<file path="config.mk">
export PLATFORM = sky130hd
export DESIGN_NAME = stereo_block_average_decimator_unit_flat
export DESIGN_NICKNAME = d
export VERILOG_FILES = /design/src/rtl/sbad_pkg.sv /design/src/rtl/sbad_req_if.sv /design/src/rtl/sbad_rsp_if.sv /design/src/rtl/sbad_lane.sv /design/src/rtl/sbad_merge.sv /design/src/rtl/stereo_block_average_decimator_unit.sv /design/src/flat_wrapper.sv
export SDC_FILE = /design/constraint.sdc
export NUM_CORES = 1
export LEC_CHECK = 0
export BUFFER_PORTS_ARGS = -buffer_cell sky130_fd_sc_hd__buf_2
export CAP_MARGIN = 20
export CELL_PAD_IN_SITES_DETAIL_PLACEMENT = 2
export CELL_PAD_IN_SITES_GLOBAL_PLACEMENT = 2
export CORE_UTILIZATION = 35
export CTS_CLUSTER_DIAMETER = 200
export CTS_CLUSTER_SIZE = 20
export DETAILED_ROUTE_END_ITERATION = 10
export GPL_TIMING_DRIVEN = 0
export PLACE_DENSITY = 0.72
export SYNTH_ARGS = -nofsm -noshare
export SYNTH_HDL_FRONTEND = slang
export SYNTH_HIERARCHICAL = 1
export SYNTH_SLANG_ARGS = --single-unit
</file>
<file path="constraint.sdc">
create_clock -name clock -period 5.8 [get_ports clock]
set_clock_uncertainty 0.15 [all_clocks]
set_input_delay 1.16 -clock clock [delete_from_list [all_inputs] [get_ports clock]]
set_output_delay 1.16 -clock clock [all_outputs]
set_load 0.02 [all_outputs]
</file>
<file path="src/rtl/sbad_pkg.sv">
// ----------------------------------------------------------------------------
// sbad_pkg
// Shared widths, defaults and types of the stereo block average decimator.
// ----------------------------------------------------------------------------
`default_nettype none

package sbad_pkg;

   // Fixed field widths
   localparam int SAMPLE_W = 16;
   localparam int LEN_W    = 13;

   // Register reset and default capacity
   localparam int LEN_RESET                = 882;
   localparam int MAX_BLOCK_LENGTH_DEFAULT = 4096;

   typedef logic signed [SAMPLE_W-1:0] sample_type;

   // Sequencer states
   typedef enum logic [1:0] {
      ST_ACCUM,
      ST_DIVIDE,
      ST_DELIVER
   } state_type;

   // Per-lane control issued by the sequencer
   typedef struct packed {
      logic add;     // fold the sample into the running sum
      logic start;   // close the block and launch the divide
   } lane_ctl_type;

endpackage

`default_nettype wire

</file>
<file path="src/rtl/sbad_req_if.sv">
// ----------------------------------------------------------------------------
// sbad_req_if
// Request channel: one stereo sample pair per transfer.
// ----------------------------------------------------------------------------
`default_nettype none

interface sbad_req_if;
   import sbad_pkg::*;

   logic       valid;
   logic       ready;
   sample_type left_sample;
   sample_type right_sample;

   modport source (output valid, output left_sample, output right_sample, input ready);
   modport sink   (input valid, input left_sample, input right_sample, output ready);
endinterface

`default_nettype wire

</file>
<file path="src/rtl/sbad_rsp_if.sv">
// ----------------------------------------------------------------------------
// sbad_rsp_if
// Response channel: one pair of block averages per transfer.
// ----------------------------------------------------------------------------
`default_nettype none

interface sbad_rsp_if;
   import sbad_pkg::*;

   logic       valid;
   logic       ready;
   sample_type left_average;
   sample_type right_average;

   modport source (output valid, output left_average, output right_average, input ready);
   modport sink   (input valid, input left_average, input right_average, output ready);
endinterface

`default_nettype wire

</file>
<file path="src/rtl/sbad_lane.sv">
// ----------------------------------------------------------------------------
// sbad_lane
// One channel: running sum of samples and a bit-serial restoring divider
// that turns the closed block's sum into its mean, truncated toward zero.
// ----------------------------------------------------------------------------
`default_nettype none

module sbad_lane #(
   parameter int  MAX_BLOCK_LENGTH = sbad_pkg::MAX_BLOCK_LENGTH_DEFAULT,
   localparam int CNT_W            = $clog2(MAX_BLOCK_LENGTH + 1)
) (
   input  logic                  clock,
   input  logic                  reset,
   input  sbad_pkg::lane_ctl_type ctl,
   input  sbad_pkg::sample_type  sample,
   input  logic [CNT_W-1:0]      divisor,
   output logic                  done,
   output sbad_pkg::sample_type  average
);
   import sbad_pkg::*;

   localparam int SUM_W  = SAMPLE_W + $clog2(MAX_BLOCK_LENGTH);
   localparam int STEP_W = $clog2(SUM_W + 1);

   logic signed [SUM_W-1:0] acc_ff, acc_in;
   logic                    busy_ff, busy_in;
   logic [STEP_W-1:0]       step_ff, step_in;
   logic [SUM_W-1:0]        dvd_ff, dvd_in;
   logic [CNT_W-1:0]        rem_ff, rem_in;
   logic [CNT_W-1:0]        dsr_ff, dsr_in;
   logic                    neg_ff, neg_in;

   logic signed [SUM_W-1:0] sum_new;
   logic [SUM_W-1:0]        magnitude;
   logic [CNT_W:0]          partial;
   logic [CNT_W:0]          diff;
   logic                    fits;
   logic                    last_step;
   sample_type              quotient;

   // Add the sample and take the magnitude of the closing sum
   assign sum_new   = acc_ff + SUM_W'(sample);
   assign magnitude = sum_new[SUM_W-1] ? SUM_W'(-sum_new) : SUM_W'(sum_new);

   // One restoring step: shift in the next dividend bit, try the subtract
   assign partial   = {rem_ff, dvd_ff[SUM_W-1]};
   assign diff      = partial - {1'b0, dsr_ff};
   assign fits      = ~diff[CNT_W];
   assign last_step = busy_ff && (step_ff == STEP_W'(SUM_W - 1));

   always_comb begin
      acc_in  = acc_ff;
      busy_in = busy_ff;
      step_in = step_ff;
      dvd_in  = dvd_ff;
      rem_in  = rem_ff;
      dsr_in  = dsr_ff;
      neg_in  = neg_ff;
      if (ctl.start) begin
         acc_in  = '0;
         busy_in = 1'b1;
         step_in = '0;
         dvd_in  = magnitude;
         rem_in  = '0;
         dsr_in  = divisor;
         neg_in  = sum_new[SUM_W-1];
      end else begin
         if (ctl.add) begin
            acc_in = sum_new;
         end
         if (busy_ff) begin
            rem_in  = fits ? diff[CNT_W-1:0] : partial[CNT_W-1:0];
            dvd_in  = {dvd_ff[SUM_W-2:0], fits};
            step_in = step_ff + 1'b1;
            busy_in = ~last_step;
         end
      end
   end

   // Control registers
   always_ff @(posedge clock) begin
      if (reset) begin
         acc_ff  <= '0;
         busy_ff <= 1'b0;
         step_ff <= '0;
      end else begin
         acc_ff  <= acc_in;
         busy_ff <= busy_in;
         step_ff <= step_in;
      end
   end

   // Divider datapath
   always_ff @(posedge clock) begin
      dvd_ff <= dvd_in;
      rem_ff <= rem_in;
      dsr_ff <= dsr_in;
      neg_ff <= neg_in;
   end

   // Restore the sign on the low bits of the quotient
   assign quotient = dvd_ff[SAMPLE_W-1:0];
   assign average  = neg_ff ? -quotient : quotient;
   assign done     = last_step;

endmodule

`default_nettype wire

</file>
<file path="src/rtl/sbad_merge.sv">
// ----------------------------------------------------------------------------
// sbad_merge
// Output register that joins the two lane averages into one response and
// holds it until the sink takes it.
// ----------------------------------------------------------------------------
`default_nettype none

module sbad_merge (
   input  logic                 clock,
   input  logic                 reset,
   input  logic                 load,
   input  sbad_pkg::sample_type left_in,
   input  sbad_pkg::sample_type right_in,
   output logic                 free,
   sbad_rsp_if.source           rsp_bus
);
   import sbad_pkg::*;

   logic       valid_ff, valid_in;
   sample_type left_ff, right_ff;

   // Room when empty or when the held response leaves this cycle
   assign free = ~valid_ff | rsp_bus.ready;

   always_comb begin
      valid_in = valid_ff;
      if (load) begin
         valid_in = 1'b1;
      end else if (rsp_bus.ready) begin
         valid_in = 1'b0;
      end
   end

   always_ff @(posedge clock) begin
      if (reset) begin
         valid_ff <= 1'b0;
      end else begin
         valid_ff <= valid_in;
      end
   end

   // Capture both averages together
   always_ff @(posedge clock) begin
      if (load) begin
         left_ff  <= left_in;
         right_ff <= right_in;
      end
   end

   assign rsp_bus.valid         = valid_ff;
   assign rsp_bus.left_average  = left_ff;
   assign rsp_bus.right_average = right_ff;

endmodule

`default_nettype wire

</file>
<file path="src/rtl/stereo_block_average_decimator_unit.sv">
// ----------------------------------------------------------------------------
// stereo_block_average_decimator_unit
// Boxcar decimator for stereo PCM: averages block_length sample pairs into
// one output pair.
// ----------------------------------------------------------------------------
// A pair that does not close a block is folded into the running sums. The
// pair that closes a block is accepted, then the bit-serial restoring
// divider in each channel lane produces the quotient one bit per step, and
// the averages move into the output register once it has room. No pair is
// taken until then. Both lanes divide side by side. The output register
// holds a finished response while the next block accumulates. A block
// length of zero acts as one; lengths above MAX_BLOCK_LENGTH act as
// MAX_BLOCK_LENGTH. Writing csr_wr_data does not clear the running block.
`default_nettype none

module stereo_block_average_decimator_unit #(
   parameter int MAX_BLOCK_LENGTH = sbad_pkg::MAX_BLOCK_LENGTH_DEFAULT
) (
   input  logic                       clock,
   input  logic                       reset,
   input  logic                       csr_wr_en,
   input  logic [sbad_pkg::LEN_W-1:0] csr_wr_data,
   sbad_req_if.sink                   req_bus,
   sbad_rsp_if.source                 rsp_bus
);
   import sbad_pkg::*;

   localparam int CNT_W = $clog2(MAX_BLOCK_LENGTH + 1);
   localparam int CMP_W = (CNT_W > LEN_W) ? CNT_W : LEN_W;

   state_type         state_ff, state_in;
   logic [LEN_W-1:0]  len_ff;
   logic [CNT_W-1:0]  count_ff, count_in;

   logic [CMP_W-1:0]  eff_len;
   logic [CNT_W-1:0]  count_inc;
   logic              closing;
   logic              accept;
   logic              lane_done_l, lane_done_r;
   logic              merge_free, merge_load;
   lane_ctl_type      lane_ctl;
   sample_type        avg_l, avg_r;

   // Clamp the block length to 1..MAX_BLOCK_LENGTH
   always_comb begin
      eff_len = CMP_W'(len_ff);
      if (len_ff == '0) begin
         eff_len = CMP_W'(1);
      end else if (CMP_W'(len_ff) > CMP_W'(MAX_BLOCK_LENGTH)) begin
         eff_len = CMP_W'(MAX_BLOCK_LENGTH);
      end
   end

   assign count_inc = count_ff + 1'b1;
   assign closing   = CMP_W'(count_inc) >= eff_len;
   assign accept    = req_bus.valid & req_bus.ready;

   // Next state
   always_comb begin
      state_in = state_ff;
      case (state_ff)
         ST_ACCUM: begin
            if (accept && closing) state_in = ST_DIVIDE;
         end
         ST_DIVIDE: begin
            if (lane_done_l) state_in = ST_DELIVER;
         end
         ST_DELIVER: begin
            if (merge_free) state_in = ST_ACCUM;
         end
         default: state_in = ST_ACCUM;
      endcase
   end

   // Sequencer outputs
   always_comb begin
      req_bus.ready  = 1'b0;
      merge_load     = 1'b0;
      case (state_ff)
         ST_ACCUM:   req_bus.ready = 1'b1;
         ST_DIVIDE:  req_bus.ready = 1'b0;
         ST_DELIVER: merge_load    = merge_free;
         default:    req_bus.ready = 1'b0;
      endcase
   end

   // Fold every accepted request, close the block on the last one
   assign lane_ctl.add   = accept;
   assign lane_ctl.start = accept & closing;

   // Advance or clear the pair counter
   always_comb begin
      count_in = count_ff;
      if (accept) begin
         count_in = closing ? '0 : count_inc;
      end
   end

   always_ff @(posedge clock) begin
      if (reset) begin
         state_ff <= ST_ACCUM;
         count_ff <= '0;
         len_ff   <= LEN_W'(LEN_RESET);
      end else begin
         state_ff <= state_in;
         count_ff <= count_in;
         if (csr_wr_en) begin
            len_ff <= csr_wr_data;
         end
      end
   end

   // Channel lanes
   sbad_lane #(.MAX_BLOCK_LENGTH(MAX_BLOCK_LENGTH)) u_lane_l (
      .clock   (clock),
      .reset   (reset),
      .ctl     (lane_ctl),
      .sample  (req_bus.left_sample),
      .divisor (count_inc),
      .done    (lane_done_l),
      .average (avg_l)
   );

   sbad_lane #(.MAX_BLOCK_LENGTH(MAX_BLOCK_LENGTH)) u_lane_r (
      .clock   (clock),
      .reset   (reset),
      .ctl     (lane_ctl),
      .sample  (req_bus.right_sample),
      .divisor (count_inc),
      .done    (lane_done_r),
      .average (avg_r)
   );

   // Join the lanes into one response
   sbad_merge u_merge (
      .clock    (clock),
      .reset    (reset),
      .load     (merge_load),
      .left_in  (avg_l),
      .right_in (avg_r),
      .free     (merge_free),
      .rsp_bus  (rsp_bus)
   );

   // Both lanes run the same number of divide steps
   a_lanes_in_step: assert property (@(posedge clock) disable iff (reset)
      lane_done_l == lane_done_r)
      else $error("lane divide completion out of step");

   // The counter never reaches the block capacity
   a_count_bound: assert property (@(posedge clock) disable iff (reset)
      count_ff < CNT_W'(MAX_BLOCK_LENGTH))
      else $error("pair counter beyond capacity");

   // A closing request launches a divide and stops intake
   a_close_divides: assert property (@(posedge clock) disable iff (reset)
      lane_ctl.start |=> (state_ff == ST_DIVIDE) && !req_bus.ready)
      else $error("closing request did not start the divide");

   // A loaded response shows on the output next cycle
   a_load_shows: assert property (@(posedge clock) disable iff (reset)
      merge_load |=> rsp_bus.valid)
      else $error("loaded response not presented");

endmodule

`default_nettype wire

</file>
<file path="src/flat_wrapper.sv">
// flat-port wrapper written by rule: the top's interface ports become plain ports
module stereo_block_average_decimator_unit_flat import sbad_pkg::*;
#(
   parameter int MAX_BLOCK_LENGTH = sbad_pkg::MAX_BLOCK_LENGTH_DEFAULT
)
  (clock, reset, csr_wr_en, csr_wr_data, req_bus_valid, req_bus_left_sample, req_bus_right_sample, req_bus_ready, rsp_bus_valid, rsp_bus_left_average, rsp_bus_right_average, rsp_bus_ready);
  sbad_req_if req_bus_i ();
  sbad_rsp_if rsp_bus_i ();
  input  logic clock;
  input  logic reset;
  input  logic csr_wr_en;
  input  logic [sbad_pkg::LEN_W-1:0] csr_wr_data;
  input wire logic [$bits(req_bus_i.valid)-1:0] req_bus_valid;
  input wire logic [$bits(req_bus_i.left_sample)-1:0] req_bus_left_sample;
  input wire logic [$bits(req_bus_i.right_sample)-1:0] req_bus_right_sample;
  output wire logic [$bits(req_bus_i.ready)-1:0] req_bus_ready;
  output wire logic [$bits(rsp_bus_i.valid)-1:0] rsp_bus_valid;
  output wire logic [$bits(rsp_bus_i.left_average)-1:0] rsp_bus_left_average;
  output wire logic [$bits(rsp_bus_i.right_average)-1:0] rsp_bus_right_average;
  input wire logic [$bits(rsp_bus_i.ready)-1:0] rsp_bus_ready;
  assign req_bus_i.valid = req_bus_valid;
  assign req_bus_i.left_sample = req_bus_left_sample;
  assign req_bus_i.right_sample = req_bus_right_sample;
  assign req_bus_ready = req_bus_i.ready;
  assign rsp_bus_valid = rsp_bus_i.valid;
  assign rsp_bus_left_average = rsp_bus_i.left_average;
  assign rsp_bus_right_average = rsp_bus_i.right_average;
  assign rsp_bus_i.ready = rsp_bus_ready;
  stereo_block_average_decimator_unit #(.MAX_BLOCK_LENGTH(MAX_BLOCK_LENGTH)) u_core (.clock(clock), .reset(reset), .csr_wr_en(csr_wr_en), .csr_wr_data(csr_wr_data), .req_bus(req_bus_i), .rsp_bus(rsp_bus_i));
endmodule
</file>
After elaboration in Yosys (flattened, before gate mapping)
Index checks and enable logic that the tools add are counted.
{"block": "op_classes", "add_sub_neg": 11, "magnitude_cmp": 2, "eq_ne": 7, "n_mux": 25, "n_bitwise": 8, "reduce_logical": 10}
{"operator": "$mux W28", "count": 6}
{"operator": "$mux W13", "count": 5}
{"operator": "$add A28 B16 Y28", "count": 2}
{"operator": "$neg A28 Y28", "count": 2}
{"operator": "$mux W16", "count": 2}
{"operator": "$neg A16 Y16", "count": 2}
{"operator": "$sub A14 B13 Y14", "count": 2}
{"operator": "$add A13 B1 Y13 const B", "count": 1}
{"operator": "$ge A13 B13 Y1", "count": 1}
{"operator": "$gt A13 B13 Y1 const B", "count": 1}
{"operator": "$logic_not A13 Y1", "count": 1}
{"operator": "$add A5 B1 Y5 const B", "count": 2}
{"operator": "$eq A5 B5 Y1 const B", "count": 2}
{"operator": "$mux W1", "count": 8}
{"operator": "$mux W2", "count": 3}
{"operator": "$pmux W2 S3", "count": 1}
{"operator": "$reduce_bool A2 Y1", "count": 3}
{"operator": "$not A1 Y1", "count": 5}
{"operator": "$ne A2 B1 Y1 const B", "count": 2}
{"operator": "$logic_and A1 B1 Y1", "count": 3}
{"operator": "$reduce_and A3 Y1", "count": 1}
{"operator": "$and A1 B1 Y1", "count": 2}
{"operator": "$eq A2 B1 Y1 const B", "count": 1}
{"operator": "$eq A2 B2 Y1 const B", "count": 1}
{"operator": "other kinds (4)", "count": 4}
{"block": "word_totals", "ff_bits": 226, "inputBits": 50, "out_inout_bits": 34}

Depth between registers and ports, before layout
{"block": "logic_depth", "ltp_word": 7, "ltp_mapped": 16, "mapped_depth_nobuf": 13}

Cells and area by module
Netlist, hierarchy kept.
{"module": "sbad_lane", "instances": 2, "cells_per_inst": 765, "area_per_inst_um2": 6730.2, "seq_area_each_um2": 2202.1}
{"module": "stereo_block_average_decimator_unit", "instances": 1, "cells_per_inst": 206, "area_per_inst_um2": 1800.5, "seq_area_each_um2": 560.5}
{"module": "sbad_merge", "instances": 1, "cells_per_inst": 36, "area_per_inst_um2": 1007.2, "seq_area_each_um2": 980.9}

Least setup slack after synthesis
Ideal clock, no wire load.
{"block": "synth_timing", "path_kind": "reg-to-reg", "start": "register u_core.count_ff[0]", "end": "register u_core.u_lane_l.dvd_ff[0] (enable)", "setup_time_ps": 385, "arrival_time_ps": 4370, "required_time_ps": 5265, "slack_ps": 895, "stages_incl_launch_ff": 14, "path_buffers": 2, "period_less_slack_ps": 4905, "path_cell_list": "dfxtp_1 > ha_1 > nand3_1 > nor3_1 > xor2_1 > ha_1 > nand4_1 > or2_2 > o211ai_1 > clkbuf_1 > and2_1 > clkbuf_1 > inv_1 > nand2_1"}
{"element": "from (decl)", "line": "stereo_block_average_decimator_unit.sv:33", "text": "logic [CNT_W-1:0] count_ff, count_in;"}
{"element": "from (signal assigned)", "line": "stereo_block_average_decimator_unit.sv:106", "text": "count_ff <= count_in;"}
{"element": "to (signal assigned)", "line": "sbad_lane.sv:95", "text": "dvd_ff <= dvd_in;"}
{"element": "to (decl)", "line": "sbad_lane.sv:28", "text": "logic [SUM_W-1:0] dvd_ff, dvd_in;"}

==> flow_summary.yaml <==
outcome:
  status: "complete, no violations"
global_routing:
  overflow: 0
  track_usage: 0.215
  grt_max_degree: 34
  grt_pass1_vias: 15046
  antenna_found_initial: 1
  grt_pass1_wl_um: 81800
route:
  wl_per_cell_um: 20.5
  drtAntennaViolNets: 0
  drt_iter0_drc: 513
  drc: 0
  dr_total_vias: 13663
  drt_wl_total_um: 50800
  first_pass_iters: 4
  viasPerCell: 5.50
clock_network:
  numCtsBuffers: 15
  cts_root_buffer: "clkbuf_16"
  cts_htree_levels: 1
  cts_tree: "built"
  cts_setup_buffers: 0
  clkSinkCount: 239
  clockBufferDepth: 3
  cts.clk_slew.worst_paths_ns: 0.09
  cts_hold_buf: 0
  clkLatencyLatePin_ns: 0.52
layout:
  fill_cells: 5016
  syn2layout_area_growth_pct: 10.6
  drive_gt1_frac: 0.113
  antenna_cells: 0
  layout.nets: 2028
power:
  p_total_uw: 5230
  max-vdd-ir-drop_uv: 176
  p_sw_frac: 0.387
  power_density_nw_per_um2: 291
  combinationalPowerShare: 0.415
  clkPwrFrac: 0.212
  power.share.sequential: 0.372
  p_sw_uw: 2020
  power.internal_uw: 3200
  leakagePower_uw: 0.00744
setup_path:
  cp_slowest_cell: "dfxtp_1"
  cpMostUsedCell: "clkbuf_2"
  path_cells: "ha_1 -> nand3_1 -> nor2_1 -> xor2_1 -> ha_1 -> nand4_1 -> or2_2 -> o211ai_1 -> clkbuf_2 -> and2_2 -> buf_16 -> clkbuf_2 -> clkbuf_2 -> clkbuf_1 -> a21oi_1"
  max_stage_delay_ns: 0.48
  crit_start: "u_core/count_ff[0]"
  critPathRequiredTime_ns: 5.88
  cp-start-kind: "flip-flop"
  path_class: "reg2reg"
  worst_ep_arrival_time_ns: 5.52
  cp_num_buf_inv: 5
  critPathMaxFanout: 18
  r2r-start: "u_core/count_ff[0]"
  cp-end-kind: "flip-flop"
  crit_family: "buffers and inverters"
placed_design:
  routabilityCongestion: 0.797
  hpwl_um: 39600
  pre_cts_ws_ns: -0.507
  port_buffers: 82
timing:
  slew_headroom: 0.175
  finalMaxSlewViolations: 0
  layout_min_cycle_time_ns: 5.44
  setup_slack_ns: 0.362
  tightest_slew_ns: 1.23
  rsz0062_at_grt: "no"
  fmax_ghz: 0.184
  post-route-period-util: 0.938
  finalSetupViolations: 0
  hold_viol: 0
hold_path:
  hold_start: "u_core/u_lane_r/acc_ff[13]"
  hp-class: "reg2reg"
yosys:
  yosys_warnings: 6
  postSynthAreaPerCell_um2: 9.18
  synth_cells: 1771
  synthesis.nets: 1925
  syn_area_um2: 16300
flow_run:
  maxCapViolCount: 0
floorplan:
  core_um2: 45600
  rows: 78
  die-area_um2: 47300
  start_util: 0.357
  die_h_um: 218
  num_io_pins: 84
  die_w_um: 218
power by group through the flow:
| stage | combinational, uW | clock [uW] | sequential [uW] |
|---|---|---|---|
| 2_1_floorplan | 1620 | 0 | 1960 |
| 3_3_place_gp | 2090 | 0 | 1980 |
| 3_5_place_dp | 2180 | 0 | 1990 |
| 4_1_cts | 2200 | 1170 | 1950 |
| 5_1_grt | 2420 | 1220 | 1960 |
| 6_report | 2170 | 1110 | 1950 |
what timing repair did:
| action | 4_1_cts | 5_1_grt |
|---|---|---|
| setup endpoints to repair | 169 | 165 |
| pin swaps | 0 | 0 |
| gates resized for setup | 8 | 18 |
stage by stage:
stage | std cells | utilization | hold WS (ns) | cell area [um2] | setup TNS (ns)
finish | 2482 | 0.395 | 0.346 | 18000 | 0
global route | 2482 | 0.395 | 0.373 | 18000 | 0
CTS | 2481 | 0.394 | 0.346 | 17900 | 0
detailed placement | 2456 | 0.384 | 0.332 | 17500 | -55.29
global placement | 2453 | 0.382 | 0.327 | 17400 | -110.12
floorplan | 1771 | - | 0.304 | 16300 | 0
worst paths after layout:
kind / end / slack (ns) / cells past startpoint
setup reg to reg: u_core/u_lane_l/dvd_ff[20] / 0.36 / 15
setup / recovery: u_core/u_lane_l/dvd_ff[20] / 0.36 / 15
hold reg to reg: u_core/u_lane_r/acc_ff[13] / 0.35 / 2
hold / removal: u_core/u_lane_r/acc_ff[13] / 0.35 / 2
routing by layer:
| layer | up-vias | global-route usage | share of wire |
|---|---|---|---|
| met5 | - | 0 | 0 |
| met4 | 0 | 0.0599 | 0.028 |
| met3 | 62 | 0.0149 | 0.019 |
| met2 | 133 | 0.397 | 0.50 |
| met1 | 6815 | 0.267 | 0.45 |
| li1 | 6653 | - | - |
placed cells by master (no fill, tap or decap), types with 15 or more instances in the layout:
cell type,count
nand3_1,35
dfxtp_1,123
or3_1,18
clkbuf_1,40
o31ai_1,18
nand2_1,96
a31oi_1,17
xnor2_1,81
nand4_1,18
a21oi_1,119
and3_1,19
a21o_1,28
buf_2,95
a211oi_1,47
nand2b_1,23
nor2b_1,18
nor3_1,37
o211ai_1,17
edfxtp_1,116
inv_1,90
mux2i_1,88
nor2_1,211
ha_1,100
or2_2,15
o21ai_0,55
clkbuf_16,15
o21a_1,22
xor2_1,63
final cells by class:
cell class	instances	area (um2)	area share
Clock buffer	24	409	0.0228
Buffer	79	380	0.0212
Timing Repair Buffer	86	505	0.0281
Inverter	93	362	0.0201
Tap cell	600	751	0.0417
Multi-Input combinational cell	1360	9620	0.535
Clock inverter	1	8.76	0.000487
Sequential cell	239	5950	0.331
state kept, by name, indices dropped and copies added, names as in the netlist, 5 cells and up:
register,count
u_core/u_lane_r/acc_ff,28
u_core/u_lane_l/dsr_ff,13
u_core/u_lane_r/dvd_ff,28
u_core/len_ff,13
u_core/u_merge/rsp_bus.left_average,16
u_core/u_lane_r/step_ff,5
u_core/count_ff,13
u_core/u_lane_l/step_ff,5
u_core/u_lane_l/dvd_ff,28
u_core/u_lane_r/dsr_ff,13
u_core/u_lane_r/rem_ff,13
u_core/u_lane_l/acc_ff,28
u_core/u_merge/rsp_bus.right_average,16
u_core/u_lane_l/rem_ff,13
worst reg2reg max path: stages, from the launching register on:
cell	delay, ns
dfxtp_1	0.48
ha_1	0.27
nand3_1	0.29
nor2_1	0.33
xor2_1	0.46
ha_1	0.24
nand4_1	0.13
or2_2	0.35
o211ai_1	0.33
clkbuf_2	0.32
and2_2	0.44
buf_16	0.21
clkbuf_2	0.28
clkbuf_2	0.33
clkbuf_1	0.43
a21oi_1	0.14
No activity file was read; power rests on OpenSTA's default activity.
